## config.mk

```make
export PLATFORM = sky130hd
export DESIGN_NAME = int6_sidecar_stream_parser_unit
export DESIGN_NICKNAME = d
export VERILOG_FILES = /design/src/sv/isp_pkg.sv /design/src/sv/isp_in_stage.sv /design/src/sv/isp_parse.sv /design/src/sv/isp_emit.sv /design/src/sv/int6_sidecar_stream_parser_unit.sv
export SDC_FILE = /design/constraint.sdc
export NUM_CORES = 2
export LEC_CHECK = 0
export BUFFER_PORTS_ARGS = -buffer_cell sky130_fd_sc_hd__buf_4
export CAP_MARGIN = 20
export CORE_AREA = 8 8 373 375
export CTS_BUF_LIST = sky130_fd_sc_hd__clkbuf_8
export DETAILED_ROUTE_END_ITERATION = 6
export DIE_AREA = 0 0 381 383
export HOLD_SLACK_MARGIN = 0.1
export PLACE_DENSITY_LB_ADDON = 0.3
export SETUP_SLACK_MARGIN = 0.1
export SYNTH_ARGS = -nofsm -noshare
export SYNTH_HDL_FRONTEND = slang
export SYNTH_SLANG_ARGS = --single-unit
export TNS_END_PERCENT = 50
```

## constraint.sdc

```tcl
create_clock -name clock -period 12.5 [get_ports clock]
set_input_delay 2.5 -clock clock [delete_from_list [all_inputs] [get_ports clock]]
set_output_delay 2.5 -clock clock [all_outputs]
set_load 0.02 [all_outputs]
```

## src/sv/isp_pkg.sv

```systemverilog
// Shared types and constants of the six-bit stream parser.
// No dependencies; imported by every module of the block.
package isp_pkg;

   localparam int unsigned MAX_ROWS     = 65536;
   localparam int unsigned MAX_COLS     = 65536;
   localparam int unsigned HEADER_BYTES = 16;
   localparam int          HDR_CNT_W    = $clog2(HEADER_BYTES);

   localparam logic [31:0] CSUM_LIMIT_RST = 32'd100000;
   localparam logic [16:0] STATS_ROWS_RST = 17'd1000;

   localparam logic [5:0]  SIGN_FLIP = 6'h20;

   typedef enum logic [2:0] {
      PH_HEADER,
      PH_SCALES,
      PH_PAYLOAD,
      PH_SURPLUS,
      PH_ERROR
   } phase_type;

   localparam logic [2:0] KIND_VALUE    = 3'd0;
   localparam logic [2:0] KIND_SCALE    = 3'd1;
   localparam logic [2:0] KIND_STATUS   = 3'd2;
   localparam logic [2:0] KIND_CHECKSUM = 3'd3;
   localparam logic [2:0] KIND_MIN      = 3'd4;
   localparam logic [2:0] KIND_MAX      = 3'd5;
   localparam logic [2:0] KIND_MISSING  = 3'd6;
   localparam logic [2:0] KIND_EXTRA    = 3'd7;

   localparam logic [2:0] ST_OK            = 3'd0;
   localparam logic [2:0] ST_BAD_MAGIC     = 3'd1;
   localparam logic [2:0] ST_OVERSIZE      = 3'd2;
   localparam logic [2:0] ST_SHORT_HEADER  = 3'd3;
   localparam logic [2:0] ST_SHORT_SCALES  = 3'd4;
   localparam logic [2:0] ST_SHORT_PAYLOAD = 3'd5;

   localparam logic [1:0] CSR_OVR_ROWS   = 2'd0;
   localparam logic [1:0] CSR_OVR_COLS   = 2'd1;
   localparam logic [1:0] CSR_CSUM_LIMIT = 2'd2;
   localparam logic [1:0] CSR_STATS_ROWS = 2'd3;

   typedef struct packed {
      logic [7:0] data_byte;
      logic       final_byte;
   } isp_in_type;

   typedef struct packed {
      logic        val_a;
      logic        val_b;
      logic        scale;
      logic        summary;
      logic [5:0]  q_a;
      logic [5:0]  q_b;
      logic [15:0] row;
      logic [15:0] col_a;
      logic [15:0] col_b;
      logic [31:0] scale_word;
      logic [2:0]  status;
      logic [63:0] checksum;
      logic        have;
      logic [5:0]  min_q;
      logic [5:0]  max_q;
      logic        missing_en;
      logic [16:0] rows;
      logic [16:0] cols;
      logic [31:0] pbytes;
      logic [31:0] surplus;
   } isp_bundle_type;

   function automatic logic [7:0] magic_byte(input logic [1:0] idx);
      logic [7:0] m;
      case (idx)
         2'd0:    m = 8'h50;
         2'd1:    m = 8'h52;
         2'd2:    m = 8'h54;
         default: m = 8'h36;
      endcase
      return m;
   endfunction

endpackage

```

## src/sv/isp_in_stage.sv

```systemverilog
// Input skid stage of the six-bit stream parser: two-entry buffer, registered ready.
// Depends on isp_pkg.
module isp_in_stage
   import isp_pkg::*;
(
   input  logic       clock,
   input  logic       reset,
   input  logic       req_valid,
   output logic       req_ready,
   input  isp_in_type req_item,
   output logic       item_valid,
   output isp_in_type item,
   input  logic       item_take
);

   logic       main_valid_ff, main_valid_in;
   logic       skid_valid_ff, skid_valid_in;
   isp_in_type main_ff, main_in;
   isp_in_type skid_ff, skid_in;
   logic       accept;

   assign req_ready  = !skid_valid_ff;
   assign accept     = req_valid && !skid_valid_ff;
   assign item_valid = main_valid_ff;
   assign item       = main_ff;

   always_comb begin
      main_valid_in = main_valid_ff;
      skid_valid_in = skid_valid_ff;
      main_in       = main_ff;
      skid_in       = skid_ff;
      if (item_take) begin
         if (skid_valid_ff) begin
            main_in       = skid_ff;
            skid_valid_in = 1'b0;
         end else if (accept) begin
            main_in = req_item;
         end else begin
            main_valid_in = 1'b0;
         end
      end else if (accept) begin
         if (main_valid_ff) begin
            skid_in       = req_item;
            skid_valid_in = 1'b1;
         end else begin
            main_in       = req_item;
            main_valid_in = 1'b1;
         end
      end
   end

   always_ff @(posedge clock) begin
      if (reset) begin
         main_valid_ff <= 1'b0;
         skid_valid_ff <= 1'b0;
      end else begin
         main_valid_ff <= main_valid_in;
         skid_valid_ff <= skid_valid_in;
      end
   end

   always_ff @(posedge clock) begin
      main_ff <= main_in;
      skid_ff <= skid_in;
   end

endmodule

```

## src/sv/isp_parse.sv

```systemverilog
// Parser core: header check, scale assembly, six-bit unpack, checksum and statistics.
// Depends on isp_pkg; produces one result bundle per byte for isp_emit.
module isp_parse
   import isp_pkg::*;
(
   input  logic           clock,
   input  logic           reset,
   input  logic           csr_we,
   input  logic [1:0]     csr_index,
   input  logic [31:0]    csr_wdata,
   input  logic           item_take,
   input  isp_in_type     item,
   output isp_bundle_type bundle
);

   typedef struct packed {
      logic [HDR_CNT_W-1:0] hdr_cnt;
      logic [31:0]          rows;
      logic [31:0]          cols;
      logic [23:0]          scale;
      logic [1:0]           scale_pos;
      logic [16:0]          row;
      logic [16:0]          col;
      logic [1:0]           grp;
      logic [3:0]           carry;
      logic [63:0]          csum;
      logic [32:0]          seen;
      logic [7:0]           smin;
      logic [7:0]           smax;
      logic [31:0]          pbytes;
      logic [31:0]          surplus;
      logic [2:0]           status;
   } parse_state_type;

   localparam parse_state_type STATE_RST = '{
      hdr_cnt: '0, rows: '0, cols: '0, scale: '0, scale_pos: '0, row: '0, col: '0,
      grp: '0, carry: '0, csum: '0, seen: '0, smin: 8'h7F, smax: 8'h81,
      pbytes: '0, surplus: '0, status: ST_OK};

   phase_type       phase_ff, phase_mid, phase_in;
   parse_state_type st_ff, st_mid, st_in;

   logic [16:0] ovr_rows_ff, ovr_cols_ff, stats_rows_ff;
   logic [31:0] csum_lim_ff;

   logic [7:0]           b;
   logic                 fin;
   logic [HDR_CNT_W-1:0] h;
   logic                 bad_magic, hdr_last, oversize;
   logic [31:0]          cols_full, rows_use, cols_use;
   logic [16:0]          row_inc, col_a, col_b, col4;
   logic                 rows_done, row_wrap;
   logic [5:0]           code_a, code_b, q_a, q_b;
   logic                 take_a, take_b, fold_a, fold_b, in_stats, have;
   logic [10:0]          a31;
   logic [63:0]          csum_one, csum_two;
   logic signed [7:0]    v_a, v_b, min_t, max_t;

   assign b   = item.data_byte;
   assign fin = item.final_byte;
   assign h   = st_ff.hdr_cnt;

   assign bad_magic = (h < HDR_CNT_W'(4)) && (b != magic_byte(h[1:0]));
   assign hdr_last  = (h == HDR_CNT_W'(HEADER_BYTES - 1));
   assign cols_full = {b, st_ff.cols[23:0]};
   assign rows_use  = (ovr_rows_ff != '0) ? {15'b0, ovr_rows_ff} : st_ff.rows;
   assign cols_use  = (ovr_cols_ff != '0) ? {15'b0, ovr_cols_ff} : cols_full;
   assign oversize  = (rows_use > 32'(MAX_ROWS)) || (cols_use > 32'(MAX_COLS));

   assign row_inc   = st_ff.row + 17'd1;
   assign rows_done = {15'b0, row_inc} >= st_ff.rows;
   assign col4      = st_ff.col + 17'd4;
   assign row_wrap  = {15'b0, col4} >= st_ff.cols;
   assign col_a     = st_ff.col + {15'b0, st_ff.grp};
   assign col_b     = st_ff.col + 17'd3;
   assign take_a    = {15'b0, col_a} < st_ff.cols;
   assign take_b    = (st_ff.grp == 2'd2) && ({15'b0, col_b} < st_ff.cols);

   always_comb begin
      case (st_ff.grp)
         2'd0:    code_a = b[5:0];
         2'd1:    code_a = {b[3:0], st_ff.carry[1:0]};
         default: code_a = {b[1:0], st_ff.carry};
      endcase
   end

   assign code_b = b[7:2];
   assign q_a    = code_a ^ SIGN_FLIP;
   assign q_b    = code_b ^ SIGN_FLIP;
   assign v_a    = $signed({{2{q_a[5]}}, q_a});
   assign v_b    = $signed({{2{q_b[5]}}, q_b});

   assign fold_a   = take_a && (st_ff.seen < {1'b0, csum_lim_ff});
   assign fold_b   = take_b && ((st_ff.seen + 33'd1) < {1'b0, csum_lim_ff});
   assign a31      = {code_a, 5'b0} - {5'b0, code_a};
   assign csum_one = (st_ff.csum << 5) - st_ff.csum + {58'b0, code_a};
   assign csum_two = (st_ff.csum << 10) - (st_ff.csum << 6) + st_ff.csum
                     + {53'b0, a31} + {58'b0, code_b};
   assign in_stats = st_ff.row < stats_rows_ff;

   // next phase
   always_comb begin
      phase_mid = phase_ff;
      case (phase_ff)
         PH_HEADER: begin
            if (bad_magic) begin
               phase_mid = PH_ERROR;
            end else if (hdr_last) begin
               if (oversize) begin
                  phase_mid = PH_ERROR;
               end else if (rows_use == '0) begin
                  phase_mid = PH_SURPLUS;
               end else begin
                  phase_mid = PH_SCALES;
               end
            end
         end
         PH_SCALES: begin
            if ((st_ff.scale_pos == 2'd3) && rows_done) begin
               phase_mid = (st_ff.cols == '0) ? PH_SURPLUS : PH_PAYLOAD;
            end
         end
         PH_PAYLOAD: begin
            if ((st_ff.grp == 2'd2) && row_wrap && rows_done) begin
               phase_mid = PH_SURPLUS;
            end
         end
         default: phase_mid = phase_ff;
      endcase
      if (!item_take) begin
         phase_in = phase_ff;
      end else if (fin) begin
         phase_in = PH_HEADER;
      end else begin
         phase_in = phase_mid;
      end
   end

   // datapath and result bundle
   always_comb begin
      st_mid = st_ff;
      bundle = '0;
      min_t  = $signed(st_ff.smin);
      max_t  = $signed(st_ff.smax);
      have   = 1'b0;
      case (phase_ff)
         PH_HEADER: begin
            if (bad_magic) begin
               st_mid.status = ST_BAD_MAGIC;
            end else begin
               st_mid.hdr_cnt = h + HDR_CNT_W'(1);
               if (h[3:2] == 2'd2) begin
                  st_mid.rows[{h[1:0], 3'b000} +: 8] = b;
               end else if (h[3:2] == 2'd3) begin
                  st_mid.cols[{h[1:0], 3'b000} +: 8] = b;
               end
               if (hdr_last) begin
                  st_mid.rows = rows_use;
                  st_mid.cols = cols_use;
                  if (oversize) begin
                     st_mid.status = ST_OVERSIZE;
                  end else begin
                     st_mid.row       = '0;
                     st_mid.scale_pos = '0;
                     st_mid.scale     = '0;
                  end
               end
            end
         end
         PH_SCALES: begin
            if (st_ff.scale_pos == 2'd3) begin
               bundle.scale      = 1'b1;
               bundle.scale_word = {b, st_ff.scale};
               bundle.row        = st_ff.row[15:0];
               st_mid.scale      = '0;
               st_mid.scale_pos  = '0;
               st_mid.row        = row_inc;
               if (rows_done) begin
                  st_mid.row   = '0;
                  st_mid.col   = '0;
                  st_mid.grp   = '0;
                  st_mid.carry = '0;
               end
            end else begin
               st_mid.scale[{st_ff.scale_pos, 3'b000} +: 8] = b;
               st_mid.scale_pos = st_ff.scale_pos + 2'd1;
            end
         end
         PH_PAYLOAD: begin
            st_mid.pbytes = st_ff.pbytes + 32'd1;
            bundle.val_a  = take_a;
            bundle.val_b  = take_b;
            bundle.q_a    = q_a;
            bundle.q_b    = q_b;
            bundle.row    = st_ff.row[15:0];
            bundle.col_a  = col_a[15:0];
            bundle.col_b  = col_b[15:0];
            st_mid.seen   = st_ff.seen + {32'b0, take_a} + {32'b0, take_b};
            if (fold_b) begin
               st_mid.csum = csum_two;
            end else if (fold_a) begin
               st_mid.csum = csum_one;
            end
            if (in_stats && take_a) begin
               if (v_a < min_t) min_t = v_a;
               if (v_a > max_t) max_t = v_a;
            end
            if (in_stats && take_b) begin
               if (v_b < min_t) min_t = v_b;
               if (v_b > max_t) max_t = v_b;
            end
            st_mid.smin = min_t;
            st_mid.smax = max_t;
            case (st_ff.grp)
               2'd0: begin
                  st_mid.carry = {2'b0, b[7:6]};
                  st_mid.grp   = 2'd1;
               end
               2'd1: begin
                  st_mid.carry = b[7:4];
                  st_mid.grp   = 2'd2;
               end
               default: begin
                  st_mid.carry = '0;
                  st_mid.grp   = 2'd0;
                  st_mid.col   = col4;
                  if (row_wrap) begin
                     st_mid.col = '0;
                     st_mid.row = row_inc;
                  end
               end
            endcase
         end
         PH_SURPLUS: begin
            if (st_ff.surplus != '1) begin
               st_mid.surplus = st_ff.surplus + 32'd1;
            end
         end
         default: st_mid = st_ff;
      endcase

      if (fin) begin
         have              = $signed(st_mid.smin) <= $signed(st_mid.smax);
         bundle.summary    = 1'b1;
         bundle.checksum   = st_mid.csum;
         bundle.have       = have;
         bundle.min_q      = have ? st_mid.smin[5:0] : 6'd0;
         bundle.max_q      = have ? st_mid.smax[5:0] : 6'd0;
         bundle.missing_en = (phase_mid == PH_SCALES) || (phase_mid == PH_PAYLOAD);
         bundle.rows       = st_mid.rows[16:0];
         bundle.cols       = st_mid.cols[16:0];
         bundle.pbytes     = st_mid.pbytes;
         bundle.surplus    = st_mid.surplus;
         case (phase_mid)
            PH_HEADER:  bundle.status = ST_SHORT_HEADER;
            PH_SCALES:  bundle.status = ST_SHORT_SCALES;
            PH_PAYLOAD: bundle.status = ST_SHORT_PAYLOAD;
            PH_SURPLUS: bundle.status = ST_OK;
            default:    bundle.status = st_mid.status;
         endcase
      end

      if (!item_take) begin
         st_in = st_ff;
      end else if (fin) begin
         st_in = STATE_RST;
      end else begin
         st_in = st_mid;
      end
   end

   always_ff @(posedge clock) begin
      if (reset) begin
         phase_ff <= PH_HEADER;
         st_ff    <= STATE_RST;
      end else begin
         phase_ff <= phase_in;
         st_ff    <= st_in;
      end
   end

   always_ff @(posedge clock) begin
      if (reset) begin
         ovr_rows_ff   <= '0;
         ovr_cols_ff   <= '0;
         csum_lim_ff   <= CSUM_LIMIT_RST;
         stats_rows_ff <= STATS_ROWS_RST;
      end else if (csr_we) begin
         case (csr_index)
            CSR_OVR_ROWS:   ovr_rows_ff   <= csr_wdata[16:0];
            CSR_OVR_COLS:   ovr_cols_ff   <= csr_wdata[16:0];
            CSR_CSUM_LIMIT: csum_lim_ff   <= csr_wdata;
            CSR_STATS_ROWS: stats_rows_ff <= csr_wdata[16:0];
            default:        ovr_rows_ff   <= ovr_rows_ff;
         endcase
      end
   end

endmodule

```

## src/sv/isp_emit.sv

```systemverilog
// Result sequencer: holds one bundle and issues its results one transfer at a time.
// Depends on isp_pkg; computes the missing-byte count in a short pipeline.
module isp_emit
   import isp_pkg::*;
(
   input  logic              clock,
   input  logic              reset,
   input  logic              load,
   input  isp_bundle_type    bundle,
   output logic              can_load,
   output logic              rsp_valid,
   input  logic              rsp_ready,
   output logic [2:0]        rsp_kind,
   output logic signed [5:0] rsp_q_value,
   output logic [63:0]       rsp_word,
   output logic [15:0]       rsp_row_index,
   output logic [15:0]       rsp_col_index,
   output logic              rsp_last
);

   localparam int NUM_SLOTS = 9;
   localparam int SLOT_W    = $clog2(NUM_SLOTS);

   localparam logic [SLOT_W-1:0] SLOT_VAL_A    = SLOT_W'(0);
   localparam logic [SLOT_W-1:0] SLOT_VAL_B    = SLOT_W'(1);
   localparam logic [SLOT_W-1:0] SLOT_SCALE    = SLOT_W'(2);
   localparam logic [SLOT_W-1:0] SLOT_STATUS   = SLOT_W'(3);
   localparam logic [SLOT_W-1:0] SLOT_CHECKSUM = SLOT_W'(4);
   localparam logic [SLOT_W-1:0] SLOT_MIN      = SLOT_W'(5);
   localparam logic [SLOT_W-1:0] SLOT_MAX      = SLOT_W'(6);
   localparam logic [SLOT_W-1:0] SLOT_MISSING  = SLOT_W'(7);
   localparam logic [SLOT_W-1:0] SLOT_EXTRA    = SLOT_W'(8);

   logic [NUM_SLOTS-1:0] mask_ff, mask_in, mask_left, low;
   isp_bundle_type       bnd_ff;
   logic [SLOT_W-1:0]    slot;
   logic                 fire;

   logic [17:0] cols_p3;
   logic [15:0] grp_cnt;
   logic [15:0] bpr_ff, bpr_in;
   logic [32:0] prod_full;
   logic [31:0] prod_ff;
   logic [31:0] missing_ff, missing_in;

   assign rsp_valid = |mask_ff;
   assign fire      = rsp_valid && rsp_ready;
   assign low       = mask_ff & (~mask_ff + NUM_SLOTS'(1));
   assign mask_left = fire ? (mask_ff & ~low) : mask_ff;
   assign can_load  = (mask_left == '0);
   assign mask_in   = load ? {{6{bundle.summary}}, bundle.scale, bundle.val_b, bundle.val_a}
                           : mask_left;

   always_comb begin
      slot = '0;
      for (int i = NUM_SLOTS - 1; i >= 0; i--) begin
         if (mask_ff[i]) slot = SLOT_W'(i);
      end
   end

   // missing bytes: rows * bytes_per_row - bytes seen, settled before its slot comes up
   assign cols_p3    = {1'b0, bnd_ff.cols} + 18'd3;
   assign grp_cnt    = cols_p3[17:2];
   assign bpr_in     = grp_cnt + {grp_cnt[14:0], 1'b0};
   assign prod_full  = {16'b0, bnd_ff.rows} * {17'b0, bpr_ff};
   assign missing_in = bnd_ff.missing_en ? (prod_ff - bnd_ff.pbytes) : 32'd0;

   always_comb begin
      rsp_kind      = KIND_VALUE;
      rsp_q_value   = '0;
      rsp_word      = '0;
      rsp_row_index = '0;
      rsp_col_index = '0;
      rsp_last      = 1'b0;
      case (slot)
         SLOT_VAL_A: begin
            rsp_q_value   = $signed(bnd_ff.q_a);
            rsp_row_index = bnd_ff.row;
            rsp_col_index = bnd_ff.col_a;
         end
         SLOT_VAL_B: begin
            rsp_q_value   = $signed(bnd_ff.q_b);
            rsp_row_index = bnd_ff.row;
            rsp_col_index = bnd_ff.col_b;
         end
         SLOT_SCALE: begin
            rsp_kind      = KIND_SCALE;
            rsp_word      = {32'b0, bnd_ff.scale_word};
            rsp_row_index = bnd_ff.row;
         end
         SLOT_STATUS: begin
            rsp_kind = KIND_STATUS;
            rsp_word = {61'b0, bnd_ff.status};
         end
         SLOT_CHECKSUM: begin
            rsp_kind = KIND_CHECKSUM;
            rsp_word = bnd_ff.checksum;
         end
         SLOT_MIN: begin
            rsp_kind    = KIND_MIN;
            rsp_q_value = $signed(bnd_ff.min_q);
            rsp_word    = {63'b0, bnd_ff.have};
         end
         SLOT_MAX: begin
            rsp_kind    = KIND_MAX;
            rsp_q_value = $signed(bnd_ff.max_q);
            rsp_word    = {63'b0, bnd_ff.have};
         end
         SLOT_MISSING: begin
            rsp_kind = KIND_MISSING;
            rsp_word = {32'b0, missing_ff};
         end
         SLOT_EXTRA: begin
            rsp_kind = KIND_EXTRA;
            rsp_word = {32'b0, bnd_ff.surplus};
            rsp_last = 1'b1;
         end
         default: rsp_kind = KIND_VALUE;
      endcase
   end

   always_ff @(posedge clock) begin
      if (reset) begin
         mask_ff <= '0;
      end else begin
         mask_ff <= mask_in;
      end
   end

   always_ff @(posedge clock) begin
      if (load) begin
         bnd_ff <= bundle;
      end
      bpr_ff     <= bpr_in;
      prod_ff    <= prod_full[31:0];
      missing_ff <= missing_in;
   end

endmodule

```

## src/sv/int6_sidecar_stream_parser_unit.sv

```systemverilog
// Path: a byte is registered in the input skid stage, then in the result sequencer.
// Throughput: one byte per cycle while each byte yields at most one result and the
// receiver does not stall; a byte with more results holds the input until its last
// is taken, set by the single result port (the final byte adds 6 summary results).
// Reset: synchronous, active high; clears parser state, queued results and the
// configuration registers to their defaults.
module int6_sidecar_stream_parser_unit
   import isp_pkg::*;
(
   input  logic              clock,
   input  logic              reset,
   input  logic              req_valid,
   output logic              req_ready,
   input  logic [7:0]        req_data_byte,
   input  logic              req_final_byte,
   output logic              rsp_valid,
   input  logic              rsp_ready,
   output logic [2:0]        rsp_kind,
   output logic signed [5:0] rsp_q_value,
   output logic [63:0]       rsp_word,
   output logic [15:0]       rsp_row_index,
   output logic [15:0]       rsp_col_index,
   output logic              rsp_last,
   input  logic              csr_we,
   input  logic [1:0]        csr_index,
   input  logic [31:0]       csr_wdata
);

   isp_in_type     req_item, item;
   logic           item_valid, item_take, can_load;
   isp_bundle_type bundle;

   assign req_item.data_byte  = req_data_byte;
   assign req_item.final_byte = req_final_byte;
   assign item_take           = item_valid && can_load;

   isp_in_stage u_in_stage (
      .clock      (clock),
      .reset      (reset),
      .req_valid  (req_valid),
      .req_ready  (req_ready),
      .req_item   (req_item),
      .item_valid (item_valid),
      .item       (item),
      .item_take  (item_take)
   );

   isp_parse u_parse (
      .clock     (clock),
      .reset     (reset),
      .csr_we    (csr_we),
      .csr_index (csr_index),
      .csr_wdata (csr_wdata),
      .item_take (item_take),
      .item      (item),
      .bundle    (bundle)
   );

   isp_emit u_emit (
      .clock         (clock),
      .reset         (reset),
      .load          (item_take),
      .bundle        (bundle),
      .can_load      (can_load),
      .rsp_valid     (rsp_valid),
      .rsp_ready     (rsp_ready),
      .rsp_kind      (rsp_kind),
      .rsp_q_value   (rsp_q_value),
      .rsp_word      (rsp_word),
      .rsp_row_index (rsp_row_index),
      .rsp_col_index (rsp_col_index),
      .rsp_last      (rsp_last)
   );

endmodule

```

[Yosys cells after proc, flatten, opt, wreduce, memory -nomap -nowiden]
Cells that the tools add are included.
Storage, ports and cells
  register bits: 780
  bits of input ports: 48
  word-level logic and storage cells: 282
Operators by class
  $add $sub $neg: 24
  $mul: 1
  $lt $le $gt $ge: 15
  equality and inequality tests: 39
  shift-type cells: 4
  muxes and demuxes: 85
  bitwise logic cells: 7
  reduce and logical (&&, ||, !) cells: 58
Operators with widths (count)
  64-bit case mux with 6 select lines: 1
  314-bit two-way mux: 1
  32-bit two-way mux: 7
  145-bit two-way mux: 1
  64-bit by 6-bit adder with 64-bit output: 2
  64-bit two-way mux: 2
  64-bit subtractor: 2
  111-bit two-way mux: 1
  107-bit two-way mux: 1
  40-bit two-way mux: 2
  8-bit two-way mux: 10
  34-bit two-way mux: 2
  68-bit two-way mux: 1
  33-bit by 1-bit adder with 33-bit output: 2
  33-bit by 32-bit < comparator with 1-bit output: 2
  32-bit by 1-bit adder with 32-bit output, second input constant: 2
  64-bit by 11-bit adder with 64-bit output: 1
  64-bit adder: 1
  32-bit bitwise mux: 2
  17-bit by 32-bit greater-or-equal comparator with 1-bit output: 2
  32-bit by 17-bit greater-than comparator with 1-bit output, second input constant: 2
  32-bit zero test: 2
  17-bit by 32-bit < comparator with 1-bit output: 2
  16-bit case mux with 2 select lines: 2
  other kinds (77): 180

[Logic depth before layout (Yosys ltp)]
  word-level depth: 13
  mapped depth: 33
  gate-level depth less buffers: 28

[Cells and area by module]
From an unflattened synthesis, not the netlist that was laid out.
Second synthesis, totals
  cell total of the unflattened synthesis: 7285
  area total of the unflattened synthesis: 62369.8 µm²
Modules (own cells, without submodules)
  isp_parse: instances 1, cells each 5097, area each 37830.0 µm², seq. area each 7967.6 µm²
  isp_emit: instances 1, cells each 2147, area each 23781.6 µm², seq. area each 9919.5 µm²
  isp_in_stage: instances 1, cells each 40, area each 752.0 µm², seq. area each 580.6 µm²
  int6_sidecar_stream_parser_unit: instances 1, cells each 1, area each 6.3 µm², seq. area each 0.0 µm²

[Least setup slack after synthesis]
OpenSTA, ideal clock, no wires.
  path type: input to register
  from: input port rsp_ready
  to: register u_emit.bnd_ff[0] (netlist bit) (enable)
  library setup time: 0.740 ns
  arrival time: 11.439 ns
  slack: 0.321 ns
  stages on the path: 10
  buffers on the path: 3
  cells stage by stage: o2111ai_1 > or3_1 > nor2_1 > a21oi_1 > a21oi_1 > nand2_1 > clkbuf_1 > inv_1 > clkbuf_1 > clkbuf_1
Between the ends
  longest elaborated chain between the ends: 4
Ends and longest elaborated chain
  start: declaration: line int6_sidecar_stream_parser_unit.sv:17  | input logic rsp_ready,
  1-bit logical AND: line isp_emit.sv:47  | assign fire = rsp_valid && rsp_ready;
  9-bit two-way mux: line isp_emit.sv:49  | assign mask_left = fire ? (mask_ff & ~low) : mask_ff;
  9-bit zero test: line isp_emit.sv:50  | assign can_load = (mask_left == '0);
  1-bit logical AND: line int6_sidecar_stream_parser_unit.sv:35  | assign item_take = item_valid && can_load;
  via item_take: line int6_sidecar_stream_parser_unit.sv:30  | logic item_valid, item_take, can_load;
  end signal: assignment: line isp_emit.sv:132  | bnd_ff <= bundle;
  end: declaration: line isp_emit.sv:35  | isp_bundle_type bnd_ff;
The timed path passes the listed nets, and every way through them passes these cells.
A chain may end at the register's enable or synchronous reset.

==> reports/qor.txt <==
top-count cell post-synth -> nand2_1
CTS Buf Count -> 142
main combinational cell family by area after synthesis -> adder cells
Seq/Total Area, Yosys -> 31.0%
Hold EP -> u_parse.st_ff[2]
HPWL Detailed -> 139000 µm
mux cell area share after synthesis -> 0.690%
number of fill cells in the layout -> 12700
distinct cell type count after synthesis -> 102
chip width -> 381 µm
post-cts resize count -> 0
crit path launch type -> flop
Synth Net Count -> 7822
post-layout instance count excluding filler cells -> 8817
Min Clock Period, post-route -> 7.79 ns
Final #Nets -> 7838
Multi-input gate area -> 37400 µm²
Hold Vio Cnt, Final -> 0
# Post-CTS Setup Buffers -> 0
worst min path class -> flop to flop
routed via count -> 51400
status -> finished, violations left
clock slew at reported path FFs -> 0.07 ns
DR WL/cell -> 21.3 µm
Max stage delay on crit path -> 0.89 ns
TritonCTS clock tree -> yes
antenna violations before repair -> 9
worst vdd ir -> 0.00139 V
worst reg2reg setup slack -> 4.71 ns
fmax -> 128 MHz
fin crit share -> 62.3%
Final Setup Violations -> 0
Initial Util -> 44.8%
final clock skew -> 0.0410 ns
simple-gate area share of the yosys netlist -> 17.8%
first-pass iteration count of the detailed router -> 7
xor-xnor portion of the synthesized cell area -> 4.68%
slowest stage cell on the critical path -> edfxtp_1
hold_buf cts -> 0
H-tree level count -> 4
DR DRC count -> 6
Leak -> 28.3 nW
PD cells -> 316 nW/µm²
synth cell count leaders -> nand2_1, inv_1, ha_1
Setup crit end kind -> flop
gr ovfl total -> 0
Max clock buf depth -> 3
critical path arrival -> 8.34 ns
Clock Tree Root -> clkbuf_8
GP Congestion -> 0.953
layout cell share with drive strength beyond 1 -> 7.34%
ranking of synthesized cells by area -> dfxtp_1, edfxtp_1, ha_1, fa_1, nand2_1
Core Box Area -> 133000 µm²
gr usage total -> 24.7%
Layout Area Growth over Synthesis -> 9.40%
clk_lat worst skew -> 0.88 ns
failing checks -> design-rule violations
R2R cell count -> 28
largest net degree at the start of global routing -> 82
Yosys reg bits -> 777
Least-Margin Pin Slew -> 1.28 ns
Via-to-Cell Ratio -> 5.83
register area -> 18400 µm²
Max FO, Critical Path -> 16
Post-Synthesis Cells -> 6911
RSZ-0062 raised after global routing -> no
Die Span Y -> 383 µm
post-synth top area share -> 16.4%
Inst Count DP -> 8548
syn_area_per_cell -> 8.61 µm²
DRT Wirelength -> 187000 µm
Critical R2R Capture -> u_emit.bnd_ff[101]
num rows -> 134
Synth area leader -> dfxtp_1
slew margin rel. -> 14.5%
number of synthesized flops with an enable pin -> 288
Max Cap Viol -> 0
WP data required -> 13.06 ns
hold depth -> 2
CTS Sinks -> 777
Ys Warns -> 0
# IOs -> 156
global-route wire length before repair -> 287000 µm
min-delay src -> u_parse.st_ff[2]
port bufs -> 155
Pins Over Slew Limit -> 0
synthesized cell area -> 59500 µm²
RR Startpoint -> u_in_stage.item[1]
ys async rst share -> 0%
setup TNS -> 0 ns
Synth Area in Adders -> 21.6%
most frequent CP cell -> a21oi_1
DRT iter0 DRCs -> 5732
Final ANT Viol Nets -> 0
vias in the first global route -> 49400
die area -> 146000 µm²
compound-gate portion of the synthesized area -> 17.9%
crit path kind -> flop to flop
ys flop type -> dfxtp_1
-- how the worst max path moves through the flow --
| stage | from | to | cells past startpoint |
|---|---|---|---|
| floorplan | rsp_ready | u_emit.bnd_ff[0] | 10 |
| detailed placement | u_parse.st_ff[184] | u_emit.bnd_ff[101] | 28 |
| CTS | u_parse.st_ff[184] | u_emit.bnd_ff[101] | 28 |
| global placement | u_parse.st_ff[184] | u_emit.bnd_ff[101] | 26 |
| global route | u_parse.st_ff[184] | u_emit.bnd_ff[101] | 28 |
| finish | u_in_stage.item[1] | u_emit.bnd_ff[101] | 28 |
-- report_power, final --
group	internal, mW	switching (mW)
combinational	6.17	8.45
sequential	3.13	0.288
clock	1.32	1.19
total	10.6	9.93
-- cells in the final DEF, fill, tap and decap left out, types with 27 or more instances in the layout --
cell type	count
nand2_1	836
inv_1	693
ha_1	587
nor2_1	503
dfxtp_1	489
a21oi_1	468
o21ai_0	361
edfxtp_1	288
fa_1	276
buf_4	226
and2_1	217
xnor2_1	185
clkbuf_8	163
a21o_1	156
nand3_1	149
xor2_1	133
a22oi_1	112
nor3_1	97
and3_1	97
o22ai_1	89
nand4_1	61
nand2b_1	59
nor2b_1	52
o21a_1	50
a211oi_1	43
a31oi_1	40
nor4_1	34
a222oi_1	33
o21bai_1	31
o211ai_1	27
or3_1	27
a211o_1	27
o31ai_1	27
-- flip-flops by register name (all words and copies together), names as in the netlist --
name and count:
u_parse.ovr_cols_ff 17, u_parse.stats_rows_ff 17, u_in_stage.item_valid 1, u_in_stage.item 9, u_parse.csum_lim_ff 32, u_emit.prod_ff 32, u_parse.phase_ff 3, u_parse.h 4
u_in_stage.skid_valid_ff 1, u_in_stage.skid_ff 9, u_emit.mask_ff 9, u_parse.ovr_rows_ff 17, u_emit.bpr_ff 16, u_parse.cols_full 24, u_emit.bnd_ff 270, u_emit.missing_ff 32
u_parse.st_ff 284
-- per-stage QoR --
stage | area [µm²] | utilization, % | power, mW | hold slack, ns | worst slack, ns
final | 65100 | 49.0 | 20.6 | 0.436 | 4.71
after floorplan | 59500 | - | 14.2 | 0.407 | 0.321
after CTS | 65000 | 49.0 | 20.8 | 0.432 | 4.85
after detailed placement | 62200 | 46.8 | 18.2 | 0.424 | 4.87
after global routing | 65100 | 49.0 | 22.6 | 0.464 | 4.21
after global placement | 62200 | 46.8 | 18.0 | 0.423 | 4.99
-- worst max-delay path: cells and delay by family, from the launching register on --
family,cells,cell delay (ns)
AO/OA/AOI/OAI,14,3.05
AND/OR/NAND/NOR,8,2.03
flip-flops,1,0.89
adder cells (fa/ha/maj),3,0.88
buffers and inverters,2,0.43
multiplexers,1,0.16
-- final cells by class --
cell class | instances | area share, %
clock inverter | 99 | 0.995
antenna | 5 | 0.0192
inverter | 644 | 3.73
multi-input combinational | 5132 | 57.4
timing repair buffer | 230 | 2.71
sequential | 777 | 28.3
tap | 1768 | 3.40
clock buffer | 162 | 3.42
-- logic make-up (layout without fill, tap and decap cells) --
group,count (synthesis),in the layout
flip-flops,777,777
AND/OR/NAND/NOR,2248,2248
buffers and inverters,1002,1135
other,0,5
XOR/XNOR,318,318
multiplexers,39,39
AO/OA/AOI/OAI,1664,1664
adder cells (fa/ha/maj),863,863
-- per-layer routing --
layer,GRT usage (%),wire [µm]
met1,35.0,83600
met2,38.1,82200
met3,4.65,15800
met4,7.76,5790
met5,0,35
Note: power is estimated with default switching activity, not from simulation.
